### src/hdl/mbp_pkg.sv
// ----------------------------------------------------------------------------
// mbp_pkg
// Shared types, constants and the sigmoid table builder for the
// backpropagation training unit.
// ----------------------------------------------------------------------------
package mbp_pkg;

  // Network shape, fixed by the transaction layout.
  localparam int unsigned N_IN     = 4;
  localparam int unsigned N_HIDDEN = 3;
  localparam int unsigned N_OUT    = 3;
  localparam int unsigned NUM_V    = (N_IN + 1) * N_HIDDEN;
  localparam int unsigned NUM_W    = (N_HIDDEN + 1) * N_OUT;

  localparam int unsigned SIG_TABLE_DEPTH = 256;
  localparam int unsigned LR_RESET        = 410;

  localparam int unsigned MAX_DIM = (N_IN > N_HIDDEN) ?
                                    ((N_IN > N_OUT) ? N_IN : N_OUT) :
                                    ((N_HIDDEN > N_OUT) ? N_HIDDEN : N_OUT);
  localparam int unsigned CNT_W   = $clog2(MAX_DIM + 1);
  localparam int unsigned X_IDX_W = $clog2(N_IN + 1);
  localparam int unsigned H_IDX_W = $clog2(N_HIDDEN + 1);
  localparam int unsigned D_IDX_W = $clog2(N_HIDDEN);
  localparam int unsigned O_IDX_W = $clog2(N_OUT);
  localparam int unsigned V_IDX_W = $clog2(NUM_V);
  localparam int unsigned W_IDX_W = $clog2(NUM_W);

  localparam int unsigned OP_W   = 32;  // multiplier operand width
  localparam int unsigned PROD_W = 64;
  localparam int unsigned ACC_W  = 48;
  localparam int unsigned ACT_W  = 13;  // unsigned Q1.12 activation
  localparam int unsigned D2_W   = 24;
  localparam int unsigned D1_W   = 28;
  localparam int unsigned LR_W   = 13;

  localparam logic [ACT_W-1:0] Q12_ONE = 13'd4096;

  localparam logic [1:0] REQ_WRITE    = 2'd0;
  localparam logic [1:0] REQ_TRAIN    = 2'd1;
  localparam logic [1:0] REQ_CLASSIFY = 2'd2;

  typedef struct packed {
    logic [1:0]         req_type;
    logic signed [15:0] feature_0;
    logic signed [15:0] feature_1;
    logic signed [15:0] feature_2;
    logic signed [15:0] feature_3;
    logic [1:0]         target_class;
    logic [4:0]         weight_index;
    logic signed [15:0] weight_value;
  } mbp_req_t;

  typedef struct packed {
    logic [12:0] out_0;
    logic [12:0] out_1;
    logic [12:0] out_2;
    logic [1:0]  best_class;
  } mbp_rsp_t;

  typedef struct packed {
    logic mul_en;
    logic acc_en;
    logic acc_load;
  } mbp_mac_ctrl_t;

  typedef enum logic [4:0] {
    S_IDLE,
    S_WRITE,
    S_HID_MUL,
    S_HID_ACC,
    S_HID_SIG,
    S_OUT_MUL,
    S_OUT_ACC,
    S_OUT_SIG,
    S_D2_MUL1,
    S_D2_MUL2,
    S_D2_ST,
    S_P_MUL,
    S_P_ACC,
    S_D1_MUL1,
    S_D1_MUL2,
    S_D1_ST,
    S_UW_MUL1,
    S_UW_MUL2,
    S_UW_ST,
    S_UV_MUL1,
    S_UV_MUL2,
    S_UV_ST,
    S_DONE
  } mbp_state_e;

  // Shift-subtract division, elaboration use only (table build).
  function automatic logic [63:0] udiv64(input logic [63:0] n, input logic [63:0] d);
    logic [63:0] q;
    logic [64:0] r;
    q = '0;
    r = '0;
    for (int b = 63; b >= 0; b--) begin
      r = {r[63:0], n[b]};
      if (r >= {1'b0, d}) begin
        r    = r - {1'b0, d};
        q[b] = 1'b1;
      end
    end
    return q;
  endfunction

  // One sigmoid table entry, integer arithmetic throughout.
  function automatic logic [ACT_W-1:0] sig_entry(input int unsigned idx,
                                                 input int unsigned depth);
    logic [63:0] c_off, mag, b, k, r30, term, sum, z, den, num, res;
    logic        neg;
    c_off = udiv64((64'(idx) * 64'd2 + 64'd1) * 64'd524288, 64'(depth));
    neg   = (c_off < 64'd524288);
    mag   = neg ? (64'd524288 - c_off) : (c_off - 64'd524288);
    b     = ((mag * 64'd4) * 64'd4294521974) >> 32;
    k     = udiv64(b, 64'd45426);
    r30   = (b - k * 64'd45426) << 14;
    term  = 64'd1 << 30;
    sum   = 64'd1 << 30;
    if (k >= 64'd40) begin
      z = '0;
    end else begin
      for (int n = 1; n <= 12; n++) begin
        term = udiv64((term * r30) >> 30, 64'(n));
        sum  = sum + term;
      end
      z = udiv64(64'd1 << 60, sum) >> k;
    end
    den = (64'd1 << 30) + z;
    num = neg ? (z << 12) : (64'd1 << 42);
    res = udiv64(num + (den >> 1), den);
    return res[ACT_W-1:0];
  endfunction

  // Add a rounded update to a weight, saturating to 16 bits.
  function automatic logic signed [15:0] upd_sat(input logic signed [15:0] wt,
                                                 input logic signed [PROD_W-1:0] p);
    logic signed [PROD_W-1:0] step, sum;
    step = (p + (64'sd1 <<< 35)) >>> 36;
    sum  = PROD_W'(wt) + step;
    if (sum > 64'sd32767) begin
      return 16'sh7fff;
    end else if (sum < -64'sd32768) begin
      return 16'sh8000;
    end
    return sum[15:0];
  endfunction

endpackage

### src/hdl/mbp_sigmoid.sv
// ----------------------------------------------------------------------------
// mbp_sigmoid
// Sigmoid lookup: floors the Q.24 sum to Q.12, clamps, indexes the table.
// ----------------------------------------------------------------------------
module mbp_sigmoid #(
  parameter int unsigned SigDepth = mbp_pkg::SIG_TABLE_DEPTH
) (
  input  logic signed [mbp_pkg::ACC_W-1:0] acc_i,
  output logic [mbp_pkg::ACT_W-1:0]        sig_o,
  output logic [mbp_pkg::ACT_W-1:0]        bias_o
);

  localparam int unsigned TabW    = $clog2(SigDepth);
  localparam int unsigned BiasIdx = (28672 * SigDepth) >> 16;  // net = -1.0

  logic [mbp_pkg::ACT_W-1:0] tab [SigDepth];

  for (genvar g = 0; g < SigDepth; g++) begin : g_tab
    localparam logic [mbp_pkg::ACT_W-1:0] Entry = mbp_pkg::sig_entry(g, SigDepth);
    assign tab[g] = Entry;
  end

  logic signed [mbp_pkg::ACC_W-1:0] net;
  logic [15:0]                      off;
  logic [31:0]                      prod;

  always_comb begin
    net = acc_i >>> 12;
    if (net < -48'sd32768) begin
      off = 16'd0;
    end else if (net > 48'sd32767) begin
      off = 16'hffff;
    end else begin
      off = net[15:0] ^ 16'h8000;  // net + 32768
    end
    prod = 32'(off) * 32'(SigDepth);
  end

  assign sig_o  = tab[prod[16 +: TabW]];
  assign bias_o = tab[BiasIdx[TabW-1:0]];

endmodule

### config.mk
export PLATFORM = sky130hd
export DESIGN_NAME = mbp_sigmoid
export DESIGN_NICKNAME = d
export VERILOG_FILES = /design/src/hdl/mbp_pkg.sv /design/src/hdl/mbp_sigmoid.sv
export SDC_FILE = /design/constraint.sdc
export NUM_CORES = 1
export LEC_CHECK = 0
export BUFFER_PORTS_ARGS = -buffer_cell sky130_fd_sc_hd__buf_2
export CAP_MARGIN = 20
export CORE_MARGIN = 2
export CORE_UTILIZATION = 30
export DETAILED_ROUTE_END_ITERATION = 8
export PLACE_DENSITY = 0.61
export REMOVE_ABC_BUFFERS = 1
export SYNTH_ARGS = -nofsm -noshare
export SYNTH_HDL_FRONTEND = slang
export SYNTH_SLANG_ARGS = --single-unit
### constraint.sdc
create_clock -name vclk -period 10.8
set_input_delay 2.16 -clock vclk [all_inputs]
set_output_delay 2.16 -clock vclk [all_outputs]
set_load 0.01 [all_outputs]
After elaboration in Yosys (flattened, before gate mapping)
Memories as Yosys holds them, arrays and structs flattened. Cells that the tools add are included.

Flip-flop bits (word level): 0. ROM bits: 3328. Input port bits: 48. Output and inout port bits: 26. Word-level logic and storage cells: 10. Memories: 1.

Memories: (name not given) (depth 256, width 13, read ports 1, clocked after Yosys merged registers in 0, wr ports 0, RTL line mbp_sigmoid.sv:39) `assign sig_o = tab[prod[16 +: TabW]];`.

Magnitude comparators: 3. Mux-type cells: 4. Bitwise logic cells: 2.

Operator list (number): > comparator 36 x 16 -> 1 bit, second input constant (1); < comparator 36 x 16 -> 1 bit, second input constant (1); 2-to-1 mux 16 bit (2); 2-to-1 mux 13 bit (2); greater-or-equal comparator 9 bit, second input constant (1); inverter 8 -> 9 bit (1); inverter 1 bit (1).

Depth between registers and ports, before layout
Depth after elaboration: 7. Mapped depth: 15. Depth with buffers taken out: 13.

Worst setup path before layout
No wires, ideal clock.

Path kind: input to output. From: in acc_i[38] (netlist name). To: out sig_o[2] (netlist name). Arrival: 4.607 ns. Required time: 8.640 ns. Setup slack: 4.033 ns. Stages: 15. Path buffers: 2. Cells stage by stage: nand4_1 > or3_1 > clkbuf_1 > nor2_1 > nand2_1 > a21oi_1 > inv_1 > ha_1 > clkbuf_1 > nor2b_1 > o21ai_0 > nand3_1 > nor2_1 > a31oi_1 > o32ai_1.

Cells in the longest elaborated chain, start to end: 7. Elaborated cells on any way between the ends: 8. Classes of those cells: 2 x order compare; 4 x mux; 1 x bitwise; 1 x memory.

RTL lines: start, declared (RTL line mbp_sigmoid.sv:8) `input logic signed [mbp_pkg::ACC_W-1:0] acc_i,`; > comparator 36 x 16 -> 1 bit (RTL line mbp_sigmoid.sv:31) `end else if (net > 48'sd32767) begin`; 2-to-1 mux 16 bit (RTL line mbp_sigmoid.sv:31); 2-to-1 mux 16 bit * (RTL line mbp_sigmoid.sv:29) `if (net < -48'sd32768) begin`; inverter 8 -> 9 bit (not written as such) * (RTL line mbp_sigmoid.sv:39); memory (256 x 13 bit) *; 2-to-1 mux 13 bit (not written as such) * (2 in series) (RTL line mbp_sigmoid.sv:39); end, declared (RTL line mbp_sigmoid.sv:9) `output logic [mbp_pkg::ACT_W-1:0] sig_o,`.

Mark *: on every way between the ends. The rest lies on a longest branch, timed or not. The select of a mux whose other input is x is not followed.

Worst setup path in the final report
From: in acc_i[27] (netlist name). To: out sig_o[2] (netlist name).

Cells in the longest elaborated chain, start to end: 7. Elaborated cells on any way between the ends: 9. Classes of those cells: 2 x order compare; 4 x mux; 2 x bitwise; 1 x memory.

RTL lines (RTL line): > comparator 36 x 16 -> 1 bit / inverter 1 bit (equally long branches); 2-to-1 mux 16 bit (mbp_sigmoid.sv:31); 2-to-1 mux 16 bit * (mbp_sigmoid.sv:29); inverter 8 -> 9 bit (not written as such) * (mbp_sigmoid.sv:39); memory (256 x 13 bit) *; 2-to-1 mux 13 bit (not written as such) * (2 in series) (mbp_sigmoid.sv:39).

Marks and branches as above.

==> flow_summary.toml <==
[min_path]
hold_path_end = "sig_o[12]"
min_from = "acc_i[47]"
holdPathStages = 3
hp-class = "input port to output port"

[floorplanning]
die_area_um2 = 6030
coreArea_um2 = 5170
die_h_um = 77.7
pin_count = 74
chipWidth_um = 77.7
fp-row-count = 26
start_util_pct = 31.5

[route]
drtAntennaViolNets = 0
wirelength_um = 6060
first_pass_iters = 7
viasPerCell = 6.37
drtIter0Drc = 451
routedWlPerCell_um = 17.1
drc = 0
vias = 2256

[logic_synthesis]
synth_xor_xnor_area_share_pct = 0
synth_mux_area_share_pct = 0.692
synth-adder-area-share_pct = 6.15
synth_top_family_by_area = "compound AO/OA/AOI/OAI gates"
avgSynthCellArea_um2 = 6.24
synth_area_um2 = 1630
synth_cells = 261
yosysWarnings = 0
synth_simple_gate_area_share_pct = 36.0
synth_cell_types = 62
seq_area_frac_synth_pct = 0
synth_compound_area_share_pct = 43.4

[sta]
finalSetupViolations = 0
finalHoldViolCount = 0
max_freq_mhz = 132
layout_setup_ws_ns = 3.22
period_share_pct = 70.2
grt_setup_unrepaired = "no"
slew_violations = 0
relSlewSlack_pct = 46.5
post-route-min-period_ns = 7.58
tns_ns = 0
tightest_slew_ns = 0.803

[global_routing]
grt_pass1_wl_um = 9620
track_usage_pct = 18.9
antenna_found_initial = 0
grt-ovfl-total = 0
grt_pass1_vias = 1957
grt_max_degree = 20

[pwr]
peakVddDrop_uv = 6.40
intPower_uw = 15.7
seq_power_share_pct = 0
clockPowerShare_pct = 0
switchingPower_uw = 30.9
switching_share_pct = 66.4
combPwrFrac_pct = 100.0
total_power_uw = 46.6
p_per_area_nw_per_um2 = 26.2
p_leak_nw = 0.705

[placement]
dp.cells = 354
hpwl_um = 4440
gp_congestion = 1.02
dp_slack_ns = 3.35
portBuffers = 41

[final_layout]
most-common-layout-cells = "buf_2 (41), nand2_1 (23), a21oi_1 (23)"
nFillCells = 563
utilization_pct = 34.4
fin_nets = 342
final-seq-area_um2 = 0
antenna_cells = 0
seq_cells = 0
n_clock_buffer = 0
drive_above_1_share_pct = 19.7
final_common_cell = "buf_2"
syn_to_final_growth_pct = 9.38
finalNonFillerCells = 354

[setup_path]
arrival_ns = 5.42
critPathKind = "input port to output port"
critical_path_required_ns = 8.64
end_kind = "output port"
worst_setup_path_start_kind = "input port"
path_max_fanout = 10

[cts]
cts_setup_buffers = 0
postCtsResizedCells = 0
cts_hold_buf = 0

[outcome]
status = "completed"

[job]
maxCapViolCount = 0
layout make-up:
class / instances / area [um^2] / area share (%)
Timing Repair Buffer: 42 / 213 / 11.9
Multi-Input combinational cell: 235 / 1450 / 81.7
Inverter: 7 / 26.3 / 1.48
Tap cell: 70 / 87.6 / 4.92
critical path: stages:
cell	delay (ns)
buf_2	0.11
nand4_1	0.10
or3_1	0.53
nor2_1	0.40
nand2_1	0.10
a21oi_1	0.40
inv_1	0.15
ha_1	0.36
nor2b_1	0.19
o21ai_0	0.16
nand3_1	0.10
nor2_1	0.18
a31oi_1	0.07
o32ai_1	0.20
buf_2	0.20
stage by stage:
| step | hold WS (ns) | cell area [um^2] |
|---|---|---|
| 2_1_floorplan | 4.37 | 1480 |
| 3_3_place_gp | 4.79 | 1780 |
| 3_5_place_dp | 4.80 | 1780 |
| 4_1_cts | 4.81 | 1780 |
| 5_1_grt | 4.82 | 1780 |
| 6_report | 4.81 | 1780 |
worst max path at each step:
stage,cells after the start,slack [ns],from,end
floorplan,11,4.12,acc_i[38],sig_o[2]
global placement,15,3.38,acc_i[27],sig_o[2]
detailed placement,15,3.35,acc_i[27],sig_o[2]
CTS,15,3.34,acc_i[27],sig_o[2]
global route,15,3.11,acc_i[27],sig_o[2]
finish,15,3.22,acc_i[27],sig_o[2]
routing by layer:
metal	vias up	track usage, %	wire length (um)
met4	0	5.00	153
met5	-	0	0
met2	173	32.7	2850
met1	1040	24.7	2440
met3	19	2.09	623
li1	1024	-	-
power groups by stage:
stage	Clock, mW	Combinational, mW	Sequential [mW]
2_1_floorplan	0	0.0265	0
3_3_place_gp	0	0.0448	0
3_5_place_dp	0	0.0447	0
4_1_cts	0	0.0450	0
5_1_grt	0	0.0504	0
6_report	0	0.0466	0
Yosys cell counts (4+ instances only):
library cell | instances | area [um^2]
a21o_1 | 5 | 37.5
a21oi_1 | 23 | 115
a31oi_1 | 7 | 43.8
buf_4 | 14 | 105
clkbuf_1 | 12 | 45.0
ha_1 | 8 | 100
inv_1 | 5 | 18.8
nand2_1 | 23 | 86.3
nand3_1 | 13 | 65.1
nand3b_1 | 4 | 30.0
nand4_1 | 8 | 50.1
nor2_1 | 20 | 75.1
nor2b_1 | 5 | 31.3
nor3_1 | 6 | 30.0
o211ai_1 | 4 | 30.0
o21ai_0 | 20 | 100
o21bai_1 | 5 | 37.5
o22ai_1 | 5 | 31.3
o31ai_1 | 5 | 37.5
or3_1 | 4 | 25.0
logic make-up after synthesis:
logic type,Yosys count
simple gates,108
compound gates,105
buf+inv,37
fa+ha+maj,8
other cells,2
mux,1
(Power assumes the default switching activity.)
