<file path="config.mk">
export PLATFORM = sky130hd
export DESIGN_NAME = mbp_mac
export DESIGN_NICKNAME = d
export VERILOG_FILES = /design/src/hdl/mbp_pkg.sv /design/src/hdl/mbp_mac.sv
export SDC_FILE = /design/constraint.sdc
export NUM_CORES = 2
export LEC_CHECK = 0
export BUFFER_PORTS_ARGS = -buffer_cell sky130_fd_sc_hd__buf_4
export CAP_MARGIN = 20
export CORE_ASPECT_RATIO = 1.4
export CORE_MARGIN = 2
export CORE_UTILIZATION = 55
export DETAILED_ROUTE_END_ITERATION = 8
export PLACE_DENSITY_LB_ADDON = 0.2
export SLEW_MARGIN = 30
export SYNTH_ARGS = -nofsm -noshare
export SYNTH_HDL_FRONTEND = slang
export SYNTH_SLANG_ARGS = --single-unit
</file>
<file path="constraint.sdc">
create_clock -name clk_i -period 2.9 [get_ports clk_i]
set_input_delay 0.58 -clock clk_i [delete_from_list [all_inputs] [get_ports clk_i]]
set_output_delay 0.58 -clock clk_i [all_outputs]
set_load 0.05 [all_outputs]
</file>
<file path="src/hdl/mbp_pkg.sv">
// ----------------------------------------------------------------------------
// mbp_pkg
// Shared types, constants and the sigmoid table builder for the
// backpropagation training unit.
// ----------------------------------------------------------------------------
package mbp_pkg;

  // Network shape, fixed by the transaction layout.
  localparam int unsigned N_IN     = 4;
  localparam int unsigned N_HIDDEN = 3;
  localparam int unsigned N_OUT    = 3;
  localparam int unsigned NUM_V    = (N_IN + 1) * N_HIDDEN;
  localparam int unsigned NUM_W    = (N_HIDDEN + 1) * N_OUT;

  localparam int unsigned SIG_TABLE_DEPTH = 256;
  localparam int unsigned LR_RESET        = 410;

  localparam int unsigned MAX_DIM = (N_IN > N_HIDDEN) ?
                                    ((N_IN > N_OUT) ? N_IN : N_OUT) :
                                    ((N_HIDDEN > N_OUT) ? N_HIDDEN : N_OUT);
  localparam int unsigned CNT_W   = $clog2(MAX_DIM + 1);
  localparam int unsigned X_IDX_W = $clog2(N_IN + 1);
  localparam int unsigned H_IDX_W = $clog2(N_HIDDEN + 1);
  localparam int unsigned D_IDX_W = $clog2(N_HIDDEN);
  localparam int unsigned O_IDX_W = $clog2(N_OUT);
  localparam int unsigned V_IDX_W = $clog2(NUM_V);
  localparam int unsigned W_IDX_W = $clog2(NUM_W);

  localparam int unsigned OP_W   = 32;  // multiplier operand width
  localparam int unsigned PROD_W = 64;
  localparam int unsigned ACC_W  = 48;
  localparam int unsigned ACT_W  = 13;  // unsigned Q1.12 activation
  localparam int unsigned D2_W   = 24;
  localparam int unsigned D1_W   = 28;
  localparam int unsigned LR_W   = 13;

  localparam logic [ACT_W-1:0] Q12_ONE = 13'd4096;

  localparam logic [1:0] REQ_WRITE    = 2'd0;
  localparam logic [1:0] REQ_TRAIN    = 2'd1;
  localparam logic [1:0] REQ_CLASSIFY = 2'd2;

  typedef struct packed {
    logic [1:0]         req_type;
    logic signed [15:0] feature_0;
    logic signed [15:0] feature_1;
    logic signed [15:0] feature_2;
    logic signed [15:0] feature_3;
    logic [1:0]         target_class;
    logic [4:0]         weight_index;
    logic signed [15:0] weight_value;
  } mbp_req_t;

  typedef struct packed {
    logic [12:0] out_0;
    logic [12:0] out_1;
    logic [12:0] out_2;
    logic [1:0]  best_class;
  } mbp_rsp_t;

  typedef struct packed {
    logic mul_en;
    logic acc_en;
    logic acc_load;
  } mbp_mac_ctrl_t;

  typedef enum logic [4:0] {
    S_IDLE,
    S_WRITE,
    S_HID_MUL,
    S_HID_ACC,
    S_HID_SIG,
    S_OUT_MUL,
    S_OUT_ACC,
    S_OUT_SIG,
    S_D2_MUL1,
    S_D2_MUL2,
    S_D2_ST,
    S_P_MUL,
    S_P_ACC,
    S_D1_MUL1,
    S_D1_MUL2,
    S_D1_ST,
    S_UW_MUL1,
    S_UW_MUL2,
    S_UW_ST,
    S_UV_MUL1,
    S_UV_MUL2,
    S_UV_ST,
    S_DONE
  } mbp_state_e;

  // Shift-subtract division, elaboration use only (table build).
  function automatic logic [63:0] udiv64(input logic [63:0] n, input logic [63:0] d);
    logic [63:0] q;
    logic [64:0] r;
    q = '0;
    r = '0;
    for (int b = 63; b >= 0; b--) begin
      r = {r[63:0], n[b]};
      if (r >= {1'b0, d}) begin
        r    = r - {1'b0, d};
        q[b] = 1'b1;
      end
    end
    return q;
  endfunction

  // One sigmoid table entry, integer arithmetic throughout.
  function automatic logic [ACT_W-1:0] sig_entry(input int unsigned idx,
                                                 input int unsigned depth);
    logic [63:0] c_off, mag, b, k, r30, term, sum, z, den, num, res;
    logic        neg;
    c_off = udiv64((64'(idx) * 64'd2 + 64'd1) * 64'd524288, 64'(depth));
    neg   = (c_off < 64'd524288);
    mag   = neg ? (64'd524288 - c_off) : (c_off - 64'd524288);
    b     = ((mag * 64'd4) * 64'd4294521974) >> 32;
    k     = udiv64(b, 64'd45426);
    r30   = (b - k * 64'd45426) << 14;
    term  = 64'd1 << 30;
    sum   = 64'd1 << 30;
    if (k >= 64'd40) begin
      z = '0;
    end else begin
      for (int n = 1; n <= 12; n++) begin
        term = udiv64((term * r30) >> 30, 64'(n));
        sum  = sum + term;
      end
      z = udiv64(64'd1 << 60, sum) >> k;
    end
    den = (64'd1 << 30) + z;
    num = neg ? (z << 12) : (64'd1 << 42);
    res = udiv64(num + (den >> 1), den);
    return res[ACT_W-1:0];
  endfunction

  // Add a rounded update to a weight, saturating to 16 bits.
  function automatic logic signed [15:0] upd_sat(input logic signed [15:0] wt,
                                                 input logic signed [PROD_W-1:0] p);
    logic signed [PROD_W-1:0] step, sum;
    step = (p + (64'sd1 <<< 35)) >>> 36;
    sum  = PROD_W'(wt) + step;
    if (sum > 64'sd32767) begin
      return 16'sh7fff;
    end else if (sum < -64'sd32768) begin
      return 16'sh8000;
    end
    return sum[15:0];
  endfunction

endpackage

</file>
<file path="src/hdl/mbp_mac.sv">
// ----------------------------------------------------------------------------
// mbp_mac
// Shared signed multiplier with registered product and an accumulator.
// ----------------------------------------------------------------------------
module mbp_mac (
  input  logic                                  clk_i,
  input  logic                                  rst_ni,
  input  mbp_pkg::mbp_mac_ctrl_t                ctrl_i,
  input  logic signed [mbp_pkg::OP_W-1:0]       op_a_i,
  input  logic signed [mbp_pkg::OP_W-1:0]       op_b_i,
  output logic signed [mbp_pkg::PROD_W-1:0]     prod_o,
  output logic signed [mbp_pkg::ACC_W-1:0]      acc_o
);

  logic signed [mbp_pkg::PROD_W-1:0] prod_q;
  logic signed [mbp_pkg::ACC_W-1:0]  acc_q, acc_d;

  always_comb begin
    acc_d = acc_q;
    if (ctrl_i.acc_en) begin
      if (ctrl_i.acc_load) begin
        acc_d = prod_q[mbp_pkg::ACC_W-1:0];
      end else begin
        acc_d = acc_q + prod_q[mbp_pkg::ACC_W-1:0];
      end
    end
  end

  always_ff @(posedge clk_i) begin
    if (ctrl_i.mul_en) begin
      prod_q <= op_a_i * op_b_i;
    end
  end

  always_ff @(posedge clk_i or negedge rst_ni) begin
    if (!rst_ni) begin
      acc_q <= '0;
    end else begin
      acc_q <= acc_d;
    end
  end

  assign prod_o = prod_q;
  assign acc_o  = acc_q;

endmodule

</file>
# Word-level counts from Yosys, hierarchy flattened

Cells that the tools add are included.

Add/subtract/negate cells: 1
Multipliers: 1
Div/mod/pow operators: 0
Magnitude comparators: 0
Equality and inequality tests: 0
Shift operators: 0
Multiplexer cells: 1
Bitwise logic cells: 0
Reductions and logical operators: 0

Operators with widths:

| cell                         | count |
|---|---|
| multiplier 32 x 32 -> 64 bit | 1 |
| adder 48 bit                 | 1 |
| 2-to-1 mux 48 bit            | 1 |

Bits in registers: 112
Latch bits: 0
RAM bits: 0
Memory bits (read-only): 0
Input port bits: 69
Output and inout port bits: 112
Word-level logic and storage cells: 5
Memories: 0

# Longest topological paths before layout

Word-level depth: 2
Depth in mapped cells: 28
Gate-level depth less buffers: 27

# Least setup slack after synthesis

OpenSTA, ideal clock, no wires.

Path type: input port to flip-flop
Start point: input op_b_i[2] in the netlist's numbering
End point: register prod_q (netlist bit prod_o[61]), data pin
Setup time: 0.262 ns
Data arrival time: 7.826 ns
Data required time: 2.638 ns
Setup slack: -5.188 ns
Stages on the path: 25
Path buffers: 2
Cell sequence: clkbuf_1 > nand2_1 > inv_1 > fa_1 > fa_1 > fa_1 > fa_1 > inv_1 > fa_1 > inv_1 > fa_1 > fa_1 > inv_1 > fa_1 > inv_1 > ha_1 > clkbuf_1 > nand4_1 > nor3_1 > inv_1 > o221ai_1 > a31oi_2 > or3_1 > o21ai_1 > xor2_1

Cells in the longest elaborated chain, start to end: 1

Ends and longest elaborated chain:

| what                         | line          | text |
|---|---|---|
| start, declared              | mbp_mac.sv:10 | `input logic signed [mbp_pkg::OP_W-1:0] op_b_i,` |
| multiplier 32 x 32 -> 64 bit | mbp_mac.sv:31 | `prod_q <= op_a_i * op_b_i;` |
| end signal, assigned         | mbp_mac.sv:31 |  |
| end, declared                | mbp_mac.sv:15 | `logic signed [mbp_pkg::PROD_W-1:0] prod_q;` |

Every way passes these cells.
A chain may end at the register's enable or synchronous reset.

# Worst setup path in the final report

Start point: input op_a_i[12] in the netlist's numbering
End point: register prod_q (netlist bit prod_o[58]), data pin

Cells in the longest elaborated chain, start to end: 1

Ends and longest elaborated chain:

| what                         | line          | text |
|---|---|---|
| start, declared              | mbp_mac.sv:9  | `input logic signed [mbp_pkg::OP_W-1:0] op_a_i,` |
| multiplier 32 x 32 -> 64 bit | mbp_mac.sv:31 |  |

Every way passes these cells.

==> flow_summary_export.csv <==
group,metric,value,unit
finish,number_of_nets_in_the_finished_design,6638,
worst_setup_path,register_to_register_setup_slack,-0.33,ns
worst_setup_path,r2r_end,"acc_o[46]",
global_route,antenna_found_initial,3,
logic_synthesis,yosys-top-cells-area,"fa_1 (51%), inv_1 (8.4%), and2_1 (7.6%), ha_1 (6.7%), nand2_1 (5.0%)",
worst_setup_path,worst_ep_required,3.02,ns
worst_setup_path,critPathArrivalTime,7.47,ns
sta,maxSlewHeadroom,0.537,
sta,grt_setup_unrepaired,"true",
clocking,cts_tree,"built",
clocking,cts_made_buffers,9,
logic_synthesis,register_area_share_after_synthesis,0.0729,
worst_setup_path,cp-start-kind,"primary input",
sta,finalWorstPathRequiredPeriod,7.35,ns
detailed_routing,drt_iter0_drc,1619,
floorplan,io-pin-count,181,
place,port_buffers,180,
finish,fillers,5736,
floorplan,fp-row-count,121,
logic_synthesis,async_sr_flop_fraction,0.429,
worst_setup_path,crit_path_start,"op_a_i[12]",
worst_setup_path,worst-setup-path-type,"primary input to flip-flop",
sta,slew_viols_final,0,
floorplan,die_area,0.0802,mm²
place,placed_cell_count,6139,
logic_synthesis,synth_largest_type_area_fraction,0.506,
sta,finalHoldViolCount,0,
logic_synthesis,yosys.cell_count.top_type,"fa_1",
detailed_routing,residual_drc,0,
logic_synthesis,ys_warn_count,0,
worst_setup_path,cp-end-kind,"flip-flop",
sta,finalWorstSetupSlack,-4.45,ns
floorplan,floorplan.initialDensity,0.553,
sta,final.setup.tns,-222.07,ns
worst_setup_path,timing.rr.start,"prod_o[0]",
detailed_routing,ant_nets,0,
floorplan,die_width,240,µm
sta,achievable-frequency,136,MHz
outcome,status,"finished, violations left",
logic_synthesis,net_count_after_synthesis,5926,
floorplan,chipHeight,334,µm
finish,layout-drive-gt1-share,0.281,
global_route,first_pass_grt_wire_length,208000,µm
logic_synthesis,synth.ff_latch_count,112,
global_route,via_count_of_the_first_global_routing_pass,39500,
finish,fin_area,0.0551,mm²
clocking,cts.htree.levels,3,
logic_synthesis,syn-cell-area,0.0429,mm²
logic_synthesis,yosysTopAreaCell,"fa_1",
worst_setup_path,crit_path_max_incr_delay,0.57,ns
finish,fin_cells,6307,
sta,tightest_slew,0.695,ns
global_route,overflow_left_after_global_routing,0,
worst_setup_path,cp_slowest_cell,"fa_1",
global_route,gr_usage_total,0.342,
worst_setup_path,crit_fanout,8,
place,dp.final_hpwl,109000,µm
clocking,cts_root_buffer,"clkbuf_16",
logic_synthesis,syn_avg_cell_area,9.43,µm²
clocking,ctsLongestPathBuffers,2,
worst_setup_path,timing.critical_path.mode_cell,"fa_1",
worst_setup_path,critical_path.endpoint,"prod_o[58]",
place,place.gp.congestion,0.987,
job,maxCapViolCount,0,
logic_synthesis,synth_edf_count,64,
place,preCtsSetupSlack,-5.04,ns
detailed_routing,vias,34600,
worst_setup_path,cells_traversed_along_the_worst_timing_path,"buf_12, and2_4, fa_1, fa_1, fa_1, inv_2, fa_1, inv_2, fa_1, fa_1, fa_1, fa_1, ha_4, and4_4, o2111ai_2, a211o_1, buf_6, a31oi_4, o2111ai_4, a21oi_4, a41oi_2, o221a_4, o21bai_4, xnor2_1",
logic_synthesis,post_synth_inst_count,4543,
clocking,clock_insertion_delay_worst_skew,0.36,ns
worst_setup_path,worst_r2r_path_depth,14,
hold_path,worstHoldPathType,"primary input to async pin",
place,placed_cell_area,0.0505,mm²
global_route,largest_net_degree_at_the_start_of_global_routing,58,
detailed_routing,wl_per_cell,21.1,µm
clocking,clock_sink_count,112,
logic_synthesis,yosys_most_used_dff,"edfxtp_1",
logic_synthesis,synth.distinct_cells,74,
logic_synthesis,synthTopCellsByCount,"fa_1 (1083), inv_1 (962), nand2_1 (575)",
detailed_routing,routed_via_density,5.49,
outcome,violations,"setup timing",
sta,report.final.setup_viol,72,
detailed_routing,first_pass_iters,5,
floorplan,coreArea,0.0775,mm²
detailed_routing,detail_route.wirelength,133000,µm
sta,finalCritPeriodShare,2.54,
clocking,clk_pin_slew,0.09,ns
sta,fin_skew,0.0123,ns
clocking,hold_buffers,0,
finish,area_growth,28.6,%
## cell type report
class	instances	area [µm²]	area share
inverters	964	3620	0.0657
clock buffers	10	239	0.00434
multi-input cells	3227	37900	0.688
repair buffers	941	8830	0.160
flip-flops and latches	112	3120	0.0567
clock inverters	6	52.6	0.000954
well taps	1045	1310	0.0237
diodes	2	5.00	0.0000908
## layout by cell type (no fill, tap or decap), types with 12 or more instances in the layout
| master | n |
|---|---|
| a31oi_1 | 23 |
| buf_4 | 728 |
| a21oi_2 | 30 |
| buf_16 | 12 |
| inv_2 | 50 |
| a21o_1 | 69 |
| ha_4 | 61 |
| nand2_1 | 540 |
| buf_8 | 22 |
| xnor2_2 | 13 |
| nand2b_1 | 17 |
| nand3_1 | 22 |
| and3_1 | 12 |
| dfrtp_1 | 48 |
| fa_2 | 109 |
| nand4_1 | 19 |
| buf_6 | 109 |
| nor2b_1 | 18 |
| o21ai_2 | 21 |
| and2_4 | 48 |
| nor2_1 | 102 |
| o21bai_1 | 14 |
| a21oi_1 | 93 |
| o21ai_1 | 24 |
| o21a_1 | 18 |
| ha_1 | 166 |
| and2_1 | 472 |
| edfxtp_1 | 64 |
| nor3_1 | 12 |
| inv_1 | 912 |
| fa_1 | 974 |
| nand2_2 | 24 |
| xor2_1 | 26 |
| buf_12 | 64 |
| o21ai_0 | 32 |
| xnor2_1 | 54 |
## cell families after synthesis
kind of cell | synth area share
adders and majority gates | 0.573
and+or+nand+nor | 0.157
xor gates and xnor gates | 0.0210
muxes | 0.00362
buffers and inverters | 0.106
DFF | 0.0729
AOI/OAI and AO/OA | 0.0666
## state kept, by name (all words and copies together), names as in the netlist
name / count
prod_o: 64
acc_o: 48
## layer usage
metal	global-route usage	vias up	share of wire
li1	-	15000	-
met1	0.332	17700	0.31
met2	0.631	1225	0.54
met3	0.0411	686	0.042
met4	0.300	2	0.11
met5	0	-	0.000075
## stage by stage
stage,hold slack [ns],utilization
floorplan,0.284,-
global placement,0.518,0.652
detailed placement,0.518,0.652
CTS,0.272,0.695
global route,0.295,0.711
finish,0.248,0.711
## critical path: cells and delay by family
kind,cells,cell delay (ns)
xor gates and xnor gates,1,0.09
and+or+nand+nor,2,0.39
AOI/OAI and AO/OA,8,1.69
adders and majority gates,9,4.38
buffers and inverters,4,0.34
## how the worst min path moves through the flow
stage	startpoint	endpoint	cells past startpoint
global placement	acc_o[43]	acc_o[43]	1
finish	rst_ni	acc_o[0]	1
CTS	rst_ni	acc_o[0]	1
floorplan	rst_ni	acc_o[0]	0
detailed placement	acc_o[43]	acc_o[43]	1
global route	rst_ni	acc_o[0]	1
## timing repair
item | in CTS | in global routing
pin swaps | 318 | 200
setup endpoints to repair | 74 | 87
setup buffers | 105 | 53
gates cloned | 11 | 0
resized for setup | 484 | 222
Power is not shown: default switching activity piles up to over one toggle a cycle in this logic, so the estimate is an artifact.
